===== config.mk =====
export PLATFORM = sky130hd
export DESIGN_NAME = base64_stream_codec_flat
export DESIGN_NICKNAME = d
export VERILOG_FILES = /design/src/hdl/b64sc_pkg.sv /design/src/hdl/b64sc_req_if.sv /design/src/hdl/b64sc_rsp_if.sv /design/src/hdl/b64sc_group.sv /design/src/hdl/b64sc_emit.sv /design/src/hdl/base64_stream_codec.sv /design/src/flat_wrapper.sv
export VERILOG_INCLUDE_DIRS = /design/src /design/src/hdl
export SDC_FILE = /design/constraint.sdc
export NUM_CORES = 1
export LEC_CHECK = 0
export ABC_AREA = 1
export BUFFER_PORTS_ARGS = -buffer_cell sky130_fd_sc_hd__buf_4
export CORE_UTILIZATION = 62
export CTS_BUF_LIST = sky130_fd_sc_hd__clkbuf_4 sky130_fd_sc_hd__clkbuf_8 sky130_fd_sc_hd__clkbuf_16
export DETAILED_ROUTE_END_ITERATION = 7
export GPL_TIMING_DRIVEN = 0
export HOLD_SLACK_MARGIN = 0.06
export PLACE_DENSITY_LB_ADDON = 0.15
export SETUP_SLACK_MARGIN = 0.3
export SLEW_MARGIN = 10
export SYNTH_ARGS = -nofsm -noshare
export SYNTH_HDL_FRONTEND = slang
export SYNTH_HIERARCHICAL = 1
export SYNTH_SLANG_ARGS = --single-unit
export TNS_END_PERCENT = 30

===== constraint.sdc =====
create_clock -name clock -period 12.1 [get_ports clock]
set_input_delay 1.21 -clock clock [delete_from_list [all_inputs] [get_ports clock]]
set_output_delay 1.21 -clock clock [all_outputs]
set_load 0.05 [all_outputs]

===== src/hdl/base64_stream_codec_assert.svh =====
// Assertion macros for the base64 stream codec
`ifndef BASE64_STREAM_CODEC_ASSERT_SVH
`define BASE64_STREAM_CODEC_ASSERT_SVH

`ifndef ASSERT_OFF
`define ASSERT_IMPLIES(label, clk, rst, ante, cons) \
   label: assert property (@(posedge clk) disable iff (rst) (ante) |-> (cons)) \
      else $error("assertion failed: same-cycle implication");
`define ASSERT_NEXT(label, clk, rst, ante, cons) \
   label: assert property (@(posedge clk) disable iff (rst) (ante) |=> (cons)) \
      else $error("assertion failed: next-cycle implication");
`else
`define ASSERT_IMPLIES(label, clk, rst, ante, cons)
`define ASSERT_NEXT(label, clk, rst, ante, cons)
`endif

`endif


===== src/hdl/b64sc_pkg.sv =====
`timescale 1ns / 1ps
package b64sc_pkg;

   localparam int CSR_ADDR_W = 3;

   localparam logic CSR_IDX_MODE = 1'b0;

   localparam logic MODE_ENCODE = 1'b0;
   localparam logic MODE_DECODE = 1'b1;

   localparam logic [7:0] PAD_CHAR = 8'h3D;

   typedef struct packed {
      logic [3:0][7:0] bytes;
      logic [2:0]      count;
      logic            empty;
      logic            last;
   } burst_type;

   function automatic logic [7:0] enc_char(input logic [5:0] v);
      logic [7:0] r;
      case (v) inside
         [6'd0:6'd25]:  r = 8'h41 + {2'b00, v};
         [6'd26:6'd51]: r = 8'h47 + {2'b00, v};
         [6'd52:6'd61]: r = {2'b00, v} - 8'd4;
         6'd62:         r = 8'h2B;
         default:       r = 8'h2F;
      endcase
      return r;
   endfunction

   function automatic logic [5:0] dec_value(input logic [7:0] ch);
      logic [7:0] r;
      case (ch) inside
         [8'h41:8'h5A]: r = ch - 8'h41;
         [8'h61:8'h7A]: r = ch - 8'h47;
         [8'h30:8'h39]: r = ch + 8'd4;
         8'h2B:         r = 8'd62;
         8'h2F:         r = 8'd63;
         default:       r = 8'd0;
      endcase
      return r[5:0];
   endfunction

endpackage


===== src/hdl/b64sc_req_if.sv =====
`timescale 1ns / 1ps
interface b64sc_req_if;
   logic       valid;
   logic       ready;
   logic [7:0] data_byte;
   logic       last;

   modport source (output valid, output data_byte, output last, input ready);
   modport sink (input valid, input data_byte, input last, output ready);
endinterface


===== src/hdl/b64sc_rsp_if.sv =====
`timescale 1ns / 1ps
interface b64sc_rsp_if;
   logic       valid;
   logic       ready;
   logic [7:0] out_byte;
   logic       empty_res;
   logic       end_of_message;

   modport source (output valid, output out_byte, output empty_res, output end_of_message,
                   input ready);
   modport sink (input valid, input out_byte, input empty_res, input end_of_message,
                 output ready);
endinterface


===== src/hdl/b64sc_group.sv =====
`timescale 1ns / 1ps
module b64sc_group
   import b64sc_pkg::*;
(
   input  logic       clock,
   input  logic       reset,
   input  logic       mode,
   input  logic       clear,
   input  logic       accept,
   input  logic [7:0] data_byte,
   input  logic       last,
   output burst_type  burst,
   output logic [1:0] group_pos
);

   logic [23:0] group_bits_ff, group_bits_in;
   logic [1:0]  group_pos_ff, group_pos_in;
   logic [1:0]  pad_flags_ff, pad_flags_in;

   logic [23:0] enc_bits, enc_shift, dec_bits;
   logic [2:0]  enc_cnt;
   logic        is_pad;
   logic [1:0]  pad_new;

   always_comb begin
      burst         = '0;
      group_bits_in = group_bits_ff;
      group_pos_in  = group_pos_ff;
      pad_flags_in  = pad_flags_ff;

      enc_bits = {group_bits_ff[15:0], data_byte};
      enc_cnt  = {1'b0, group_pos_ff} + 3'd1;
      case (enc_cnt)
         3'd1:    enc_shift = {data_byte, 16'h0000};
         3'd2:    enc_shift = {group_bits_ff[7:0], data_byte, 8'h00};
         default: enc_shift = enc_bits;
      endcase

      dec_bits = {group_bits_ff[17:0], dec_value(data_byte)};
      is_pad   = (data_byte == PAD_CHAR);
      pad_new  = pad_flags_ff | {(group_pos_ff == 2'd3) && is_pad,
                                 (group_pos_ff == 2'd2) && is_pad};

      if (mode == MODE_ENCODE) begin
         if (enc_cnt == 3'd3 || last) begin
            burst.bytes[0] = enc_char(enc_shift[23:18]);
            burst.bytes[1] = enc_char(enc_shift[17:12]);
            burst.bytes[2] = (enc_cnt > 3'd1) ? enc_char(enc_shift[11:6]) : PAD_CHAR;
            burst.bytes[3] = (enc_cnt > 3'd2) ? enc_char(enc_shift[5:0]) : PAD_CHAR;
            burst.count    = 3'd4;
            burst.last     = last;
            group_bits_in  = '0;
            group_pos_in   = '0;
            pad_flags_in   = '0;
         end else begin
            group_bits_in = enc_bits;
            group_pos_in  = enc_cnt[1:0];
         end
      end else begin
         if (group_pos_ff != 2'd3) begin
            if (last) begin
               burst.count   = 3'd1;
               burst.empty   = 1'b1;
               burst.last    = 1'b1;
               group_bits_in = '0;
               group_pos_in  = '0;
               pad_flags_in  = '0;
            end else begin
               group_bits_in = dec_bits;
               group_pos_in  = group_pos_ff + 2'd1;
               pad_flags_in  = pad_new;
            end
         end else begin
            burst.bytes[0] = dec_bits[23:16];
            burst.bytes[1] = pad_new[0] ? dec_bits[7:0] : dec_bits[15:8];
            burst.bytes[2] = dec_bits[7:0];
            burst.count    = 3'd1 + {2'b00, !pad_new[0]} + {2'b00, !pad_new[1]};
            burst.last     = last;
            group_bits_in  = '0;
            group_pos_in   = '0;
            pad_flags_in   = '0;
         end
      end
   end

   always_ff @(posedge clock) begin
      if (reset || clear) begin
         group_bits_ff <= '0;
         group_pos_ff  <= '0;
         pad_flags_ff  <= '0;
      end else if (accept) begin
         group_bits_ff <= group_bits_in;
         group_pos_ff  <= group_pos_in;
         pad_flags_ff  <= pad_flags_in;
      end
   end

   assign group_pos = group_pos_ff;

endmodule


===== src/hdl/b64sc_emit.sv =====
`timescale 1ns / 1ps
module b64sc_emit
   import b64sc_pkg::*;
(
   input  logic          clock,
   input  logic          reset,
   input  logic          load,
   input  burst_type     burst,
   output logic          free,
   b64sc_rsp_if.source   rsp_chan
);

   burst_type  burst_ff;
   logic [1:0] idx_ff;
   logic       busy_ff;
   logic       rsp_valid_ff;
   logic [7:0] out_byte_ff;
   logic       empty_ff;
   logic       eom_ff;

   logic       move;
   logic       final_item;

   assign final_item = (({1'b0, idx_ff} + 3'd1) == burst_ff.count);
   assign move       = busy_ff && (!rsp_valid_ff || rsp_chan.ready);
   assign free       = !busy_ff || (move && final_item);

   always_ff @(posedge clock) begin
      if (reset) begin
         busy_ff      <= 1'b0;
         idx_ff       <= '0;
         rsp_valid_ff <= 1'b0;
      end else begin
         if (load) begin
            busy_ff <= 1'b1;
            idx_ff  <= '0;
         end else if (move && final_item) begin
            busy_ff <= 1'b0;
         end else if (move) begin
            idx_ff <= idx_ff + 2'd1;
         end
         if (move) begin
            rsp_valid_ff <= 1'b1;
         end else if (rsp_chan.ready) begin
            rsp_valid_ff <= 1'b0;
         end
      end
   end

   always_ff @(posedge clock) begin
      if (load) begin
         burst_ff <= burst;
      end
      if (move) begin
         out_byte_ff <= burst_ff.bytes[idx_ff];
         empty_ff    <= burst_ff.empty;
         eom_ff      <= burst_ff.last && final_item;
      end
   end

   assign rsp_chan.valid          = rsp_valid_ff;
   assign rsp_chan.out_byte       = out_byte_ff;
   assign rsp_chan.empty_res      = empty_ff;
   assign rsp_chan.end_of_message = eom_ff;

endmodule


===== src/hdl/base64_stream_codec.sv =====
`timescale 1ns / 1ps
`include "base64_stream_codec_assert.svh"
// Streaming base64 (RFC 4648) encoder and decoder. Register 0 (mode, byte address 0)
// selects encode (0) or decode (1); writing it drops any partial group. A word is taken
// in every cycle in which the result buffer is free; a word that completes a group fills
// that buffer with its results (four characters when encoding, one to three bytes or a
// single end mark when decoding), which then drain one per cycle into the output
// register while the output is not stalled. While the buffer holds results no word is
// taken, except in the cycle that moves its last result out. The first result of a
// word passes through the result buffer and then the output register before it is
// offered on the output.
module base64_stream_codec
   import b64sc_pkg::*;
(
   input  logic                  clock,
   input  logic                  reset,
   input  logic                  csr_psel,
   input  logic                  csr_penable,
   input  logic                  csr_pwrite,
   input  logic [CSR_ADDR_W-1:0] csr_paddr,
   input  logic [31:0]           csr_pwdata,
   output logic [31:0]           csr_prdata,
   output logic                  csr_pready,
   b64sc_req_if.sink             req_chan,
   b64sc_rsp_if.source           rsp_chan
);

   logic       mode_ff;
   logic       mode_wr;
   logic       req_accept;
   logic       emit_free;
   logic [1:0] group_pos;
   burst_type  burst;

   assign csr_pready = 1'b1;
   assign mode_wr    = csr_psel && csr_penable && csr_pwrite && csr_pready
                       && (csr_paddr[2] == CSR_IDX_MODE);
   assign csr_prdata = (csr_paddr[2] == CSR_IDX_MODE) ? {31'b0, mode_ff} : 32'b0;

   always_ff @(posedge clock) begin
      if (reset) begin
         mode_ff <= MODE_ENCODE;
      end else if (mode_wr) begin
         mode_ff <= csr_pwdata[0];
      end
   end

   assign req_chan.ready = emit_free;
   assign req_accept     = req_chan.valid && req_chan.ready;

   b64sc_group u_group (
      .clock     (clock),
      .reset     (reset),
      .mode      (mode_ff),
      .clear     (mode_wr),
      .accept    (req_accept),
      .data_byte (req_chan.data_byte),
      .last      (req_chan.last),
      .burst     (burst),
      .group_pos (group_pos)
   );

   b64sc_emit u_emit (
      .clock    (clock),
      .reset    (reset),
      .load     (req_accept && (burst.count != 3'd0)),
      .burst    (burst),
      .free     (emit_free),
      .rsp_chan (rsp_chan)
   );

   `ASSERT_IMPLIES(a_enc_pos_range, clock, reset, mode_ff == MODE_ENCODE, group_pos != 2'd3)
   `ASSERT_NEXT(a_last_clears, clock, reset, req_accept && req_chan.last, group_pos == 2'd0)
   `ASSERT_NEXT(a_mode_wr_clears, clock, reset, mode_wr, group_pos == 2'd0)

endmodule

===== src/flat_wrapper.sv =====
// flat-port wrapper written by rule: the top's interface ports become plain ports
module base64_stream_codec_flat import b64sc_pkg::*;
  (clock, reset, csr_psel, csr_penable, csr_pwrite, csr_paddr, csr_pwdata, csr_prdata, csr_pready, req_chan_valid, req_chan_data_byte, req_chan_last, req_chan_ready, rsp_chan_valid, rsp_chan_out_byte, rsp_chan_empty_res, rsp_chan_end_of_message, rsp_chan_ready);
  b64sc_req_if req_chan_i ();
  b64sc_rsp_if rsp_chan_i ();
  input  logic clock;
  input  logic reset;
  input  logic csr_psel;
  input  logic csr_penable;
  input  logic csr_pwrite;
  input  logic [CSR_ADDR_W-1:0] csr_paddr;
  input  logic [31:0] csr_pwdata;
  output logic [31:0] csr_prdata;
  output logic csr_pready;
  input wire logic [$bits(req_chan_i.valid)-1:0] req_chan_valid;
  input wire logic [$bits(req_chan_i.data_byte)-1:0] req_chan_data_byte;
  input wire logic [$bits(req_chan_i.last)-1:0] req_chan_last;
  output wire logic [$bits(req_chan_i.ready)-1:0] req_chan_ready;
  output wire logic [$bits(rsp_chan_i.valid)-1:0] rsp_chan_valid;
  output wire logic [$bits(rsp_chan_i.out_byte)-1:0] rsp_chan_out_byte;
  output wire logic [$bits(rsp_chan_i.empty_res)-1:0] rsp_chan_empty_res;
  output wire logic [$bits(rsp_chan_i.end_of_message)-1:0] rsp_chan_end_of_message;
  input wire logic [$bits(rsp_chan_i.ready)-1:0] rsp_chan_ready;
  assign req_chan_i.valid = req_chan_valid;
  assign req_chan_i.data_byte = req_chan_data_byte;
  assign req_chan_i.last = req_chan_last;
  assign req_chan_ready = req_chan_i.ready;
  assign rsp_chan_valid = rsp_chan_i.valid;
  assign rsp_chan_out_byte = rsp_chan_i.out_byte;
  assign rsp_chan_empty_res = rsp_chan_i.empty_res;
  assign rsp_chan_end_of_message = rsp_chan_i.end_of_message;
  assign rsp_chan_i.ready = rsp_chan_ready;
  base64_stream_codec u_core (.clock(clock), .reset(reset), .csr_psel(csr_psel), .csr_penable(csr_penable), .csr_pwrite(csr_pwrite), .csr_paddr(csr_paddr), .csr_pwdata(csr_pwdata), .csr_prdata(csr_prdata), .csr_pready(csr_pready), .req_chan(req_chan_i), .rsp_chan(rsp_chan_i));
endmodule

==> flow_metrics.py <==
metrics = {
    "place": {
        "port_buffers": 30,
        "detailed_place_hpwl_mm": 13.1,
        "final_wtd_congestion": 0.997,
        "dp_cells": 1136,
    },
    "status": {
        "run_status": "finished, final reports clean",
    },
    "timing": {
        "worst_slew_margin_rel_pct": 52.9,
        "maxClockFrequency_mhz": 244,
        "number_of_endpoints_failing_setup_at_the_final_stage": 0,
        "finClkSkew_ns": 0.00848,
        "worstMarginPinSlew_ns": 0.704,
        "finalMaxSlewViolations": 0,
        "period_share_pct": 33.8,
        "final.min_clock_period_ns": 4.09,
        "timing.final.hold_violations": 0,
        "grt_setup_unrepaired": "false",
        "fin_setup_tns_ns": 0,
    },
    "hold_path": {
        "hold_path.class": "flip-flop to flip-flop",
    },
    "worst_setup_path": {
        "path_max_fanout": 33,
        "crit_type": "input pin to flip-flop",
        "cp.required_ns": 12.14,
        "worstPathArrival_ns": 4.13,
        "r2r.worst_path.cells": 19,
        "critical_path.reg2reg.endpoint": "u_core/u_emit/burst_ff[8]",
        "timing.reg2reg.setup_slack_ns": 8.93,
        "worstSetupStartpoint": "req_chan_data_byte[1]",
        "critical_path.endpoint": "u_core/u_emit/burst_ff[24]",
        "r2r-start": "u_core/u_group/group_pos[1]",
        "setup.worst_path.start_class": "input pin",
        "endpoint_kind": "flip-flop",
    },
    "final_layout": {
        "design.final.nets": 1102,
        "fillers": 916,
        "multiInputGateArea_um2": 3790,
        "ff_latch_area_um2": 1950,
        "antenna_diode_count": 0,
        "post_route_cells_drive_above_1_share_pct": 15.8,
        "area_delta_synth_final_pct": 10.9,
        "layoutNonFillerInstCount": 1152,
    },
    "yosys": {
        "ys_async_sr_fraction_pct": 0,
        "post-synth-top-area-fraction_pct": 21.7,
        "ys.warnings.count": 6,
        "synthTopCellsByArea": "edfxtp_1, nand2_1, dfxtp_1",
        "avgSynthCellArea_um2": 6.89,
        "synthDominantAreaCellType": "edfxtp_1",
        "number_of_enable_flip_flop_cells_after_synthesis": 47,
        "postSynth.topFlopCell": "edfxtp_1",
        "post_synth_inst_count": 942,
        "post_synth_instance_area_um2": 6490,
        "synth_sequential_area_ratio_pct": 30.1,
        "postSynthRegisterBits": 74,
        "synth_cell_types": 50,
    },
    "clock_tree": {
        "clk_pin_slew_worst_paths_ns": 0.07,
        "ctsResizeCount": 0,
        "h_tree_level_count": 3,
        "cts_buffers": 9,
        "insertion_delay_ns": 0.34,
        "clock_sinks": 74,
        "clock_path_buffers": 2,
        "hold_bufs_inserted_after_cts": 0,
        "post_cts.repair.setup_buffers": 0,
        "tritoncts": "built",
        "cts-root-buf": "clkbuf_8",
    },
    "die": {
        "design.portCount": 96,
        "fp.dieH_um": 104,
        "placeableCoreArea_um2": 9950,
        "std_cell_rows": 36,
        "initial_core_util_pct": 65.2,
        "die_width_um": 104,
        "die-area_um2": 10900,
    },
    "detailed_routing": {
        "drt_pre_antenna_iters": 6,
        "detail_route.vias_per_cell": 5.46,
        "via_count": 6290,
        "drt_first_iter_violations": 645,
        "drtAntennaViolNets": 0,
        "detail_route.wl_per_cell_um": 14.5,
        "remaining_drc_errors": 0,
        "routed_wirelength_mm": 16.7,
    },
    "global_routing": {
        "pin_count_of_the_biggest_net_entering_global_routing": 34,
        "grt_util_all_layers_pct": 31.7,
        "number_of_antenna_violations_at_the_first_check_in_global_routing": 0,
        "grt_first_pass_wirelength_mm": 27.4,
        "total_grt_overflow": 0,
        "grt_pass1_vias": 5652,
    },
    "power": {
        "power.share.sequential_pct": 42.6,
        "power.net_switching_w": 0.000259,
        "part_of_the_total_power_dissipated_in_combinational_logic_pct": 32.9,
        "pwr-share-clk_pct": 24.5,
        "largest_vdd_supply_drop_mv": 0.0538,
        "p_sw_share_pct": 37.2,
        "total_leakage_power_nw": 3.51,
        "power_report.internal_total_w": 0.000437,
        "cellPowerDensity_nw_per_um2": 96.7,
    },
    "job": {
        "maxCapViolCount": 0,
    },
}
[kinds of logic after synthesis]
kind of cell	Yosys count	share of synthesized area [%]
XOR/XNOR	22	3.08
other	2	0.116
flip-flops	74	30.1
adder cells (fa/ha/maj)	37	7.13
buffers and inverters	182	13.3
AO/OA/AOI/OAI	156	14.4
AND/OR/NAND/NOR	469	31.9
[cell usage after synthesis, types with 7 or more instances]
master / instances
buf_2: 8
nand3_1: 71
edfxtp_1: 47
ha_1: 37
o21ai_0: 66
a21oi_1: 41
nand2_1: 249
xor2_1: 19
nor2_1: 88
dfxtp_1: 27
buf_4: 36
nand4_1: 12
clkbuf_1: 7
o22ai_1: 14
inv_2: 10
nand2_2: 22
inv_1: 113
[sequential cells by signal, indices dropped and copies added, names as in the netlist, 2 cells and up]
register                         count
u_core/u_group/group_bits_ff        18
u_core/u_emit/rsp_chan.out_byte      8
u_core/u_emit/idx_ff                 2
u_core/u_emit/burst_ff              37
u_core/u_group/group_pos             2
u_core/u_group/pad_flags_ff          2
[layout make-up]
type                            count  area share (%)
Multi-Input combinational cell    716            52.7
Clock buffer                       10            1.91
Clock inverter                      6           0.573
Buffer                             55            5.35
Timing Repair Buffer               31            3.41
Sequential cell                    74            27.1
Inverter                          127            6.65
Tap cell                          133            2.31
[per-layer routing]
metal / up-vias / share of wire (%) / GRT usage, % / wire (um)
li1: 3149 / - / - / -
met2: 315 / 45 / 50.1 / 7600
met4: 0 / 3.1 / 11.9 / 526
met3: 45 / 9.4 / 7.14 / 1570
met5: - / 0 / 0 / 0
met1: 2781 / 42 / 41.9 / 7020
[layout by cell type, fill, tap and decap left out, types with 3 or more instances in the layout]
| cell type | count |
|---|---|
| a21oi_1 | 41 |
| nand3_1 | 71 |
| buf_6 | 3 |
| inv_2 | 10 |
| clkinv_1 | 3 |
| nand2_2 | 22 |
| conb_1 | 32 |
| o21ai_1 | 6 |
| o21ai_0 | 66 |
| clkbuf_8 | 10 |
| o22ai_1 | 14 |
| o221ai_1 | 6 |
| buf_2 | 8 |
| clkbuf_1 | 7 |
| dfxtp_1 | 27 |
| nand2_4 | 3 |
| a21oi_2 | 3 |
| o21ai_2 | 5 |
| inv_1 | 113 |
| nand2_1 | 249 |
| nor2_4 | 3 |
| buf_4 | 66 |
| clkinvlp_4 | 3 |
| nor2_2 | 3 |
| o21bai_1 | 3 |
| nor2_1 | 87 |
| nand4_1 | 12 |
| xor2_1 | 19 |
| nand3_2 | 5 |
| ha_1 | 37 |
| edfxtp_1 | 47 |
| nor3_1 | 6 |
[power groups by stage]
stage | logic (W) | clock network [W] | registers (W)
after floorplan | 0.000164 | 0 | 0.000309
after global placement | 0.000219 | 0 | 0.000302
after detailed placement | 0.000224 | 0 | 0.000302
after CTS | 0.000225 | 0.000175 | 0.000296
after global routing | 0.000250 | 0.000186 | 0.000298
final | 0.000229 | 0.000171 | 0.000297
[worst max-delay path, stage by stage]
cell	delay, ns
buf_4	0.12
buf_2	0.18
inv_1	0.17
ha_1	0.21
inv_1	0.07
nor4_2	0.50
nand2_1	0.10
nand2_1	0.21
buf_4	0.22
ha_1	0.24
a211oi_1	0.30
nor3_1	0.14
nor2_4	0.23
buf_12	0.24
[through the flow]
stage	power, W	utilization (%)	area [um2]	hold WS [ns]	worst slack, ns
finish	0.000696	72.3	7200	0.429	8.01
global route	0.000734	72.3	7200	0.456	7.81
floorplan	0.000472	-	6600	0.400	7.16
CTS	0.000696	72.3	7200	0.431	8.04
global placement	0.000522	70.3	7000	0.409	5.90
detailed placement	0.000526	70.6	7020	0.414	7.71
[how the worst min path moves through the flow]
stage / from / slack (ns) / depth (start not counted) / end
after global placement: u_core/u_emit/burst_ff[1] / 0.41 / 0 / u_core/u_emit/rsp_chan.empty_res
after detailed placement: u_core/u_emit/burst_ff[1] / 0.41 / 0 / u_core/u_emit/rsp_chan.empty_res
after floorplan: u_core/u_emit/burst_ff[1] / 0.40 / 0 / u_core/u_emit/rsp_chan.empty_res
after global routing: u_core/u_emit/burst_ff[1] / 0.46 / 0 / u_core/u_emit/rsp_chan.empty_res
final: u_core/u_emit/burst_ff[1] / 0.43 / 0 / u_core/u_emit/rsp_chan.empty_res
after CTS: u_core/u_emit/burst_ff[1] / 0.43 / 0 / u_core/u_emit/rsp_chan.empty_res
(Power assumes the default switching activity.)
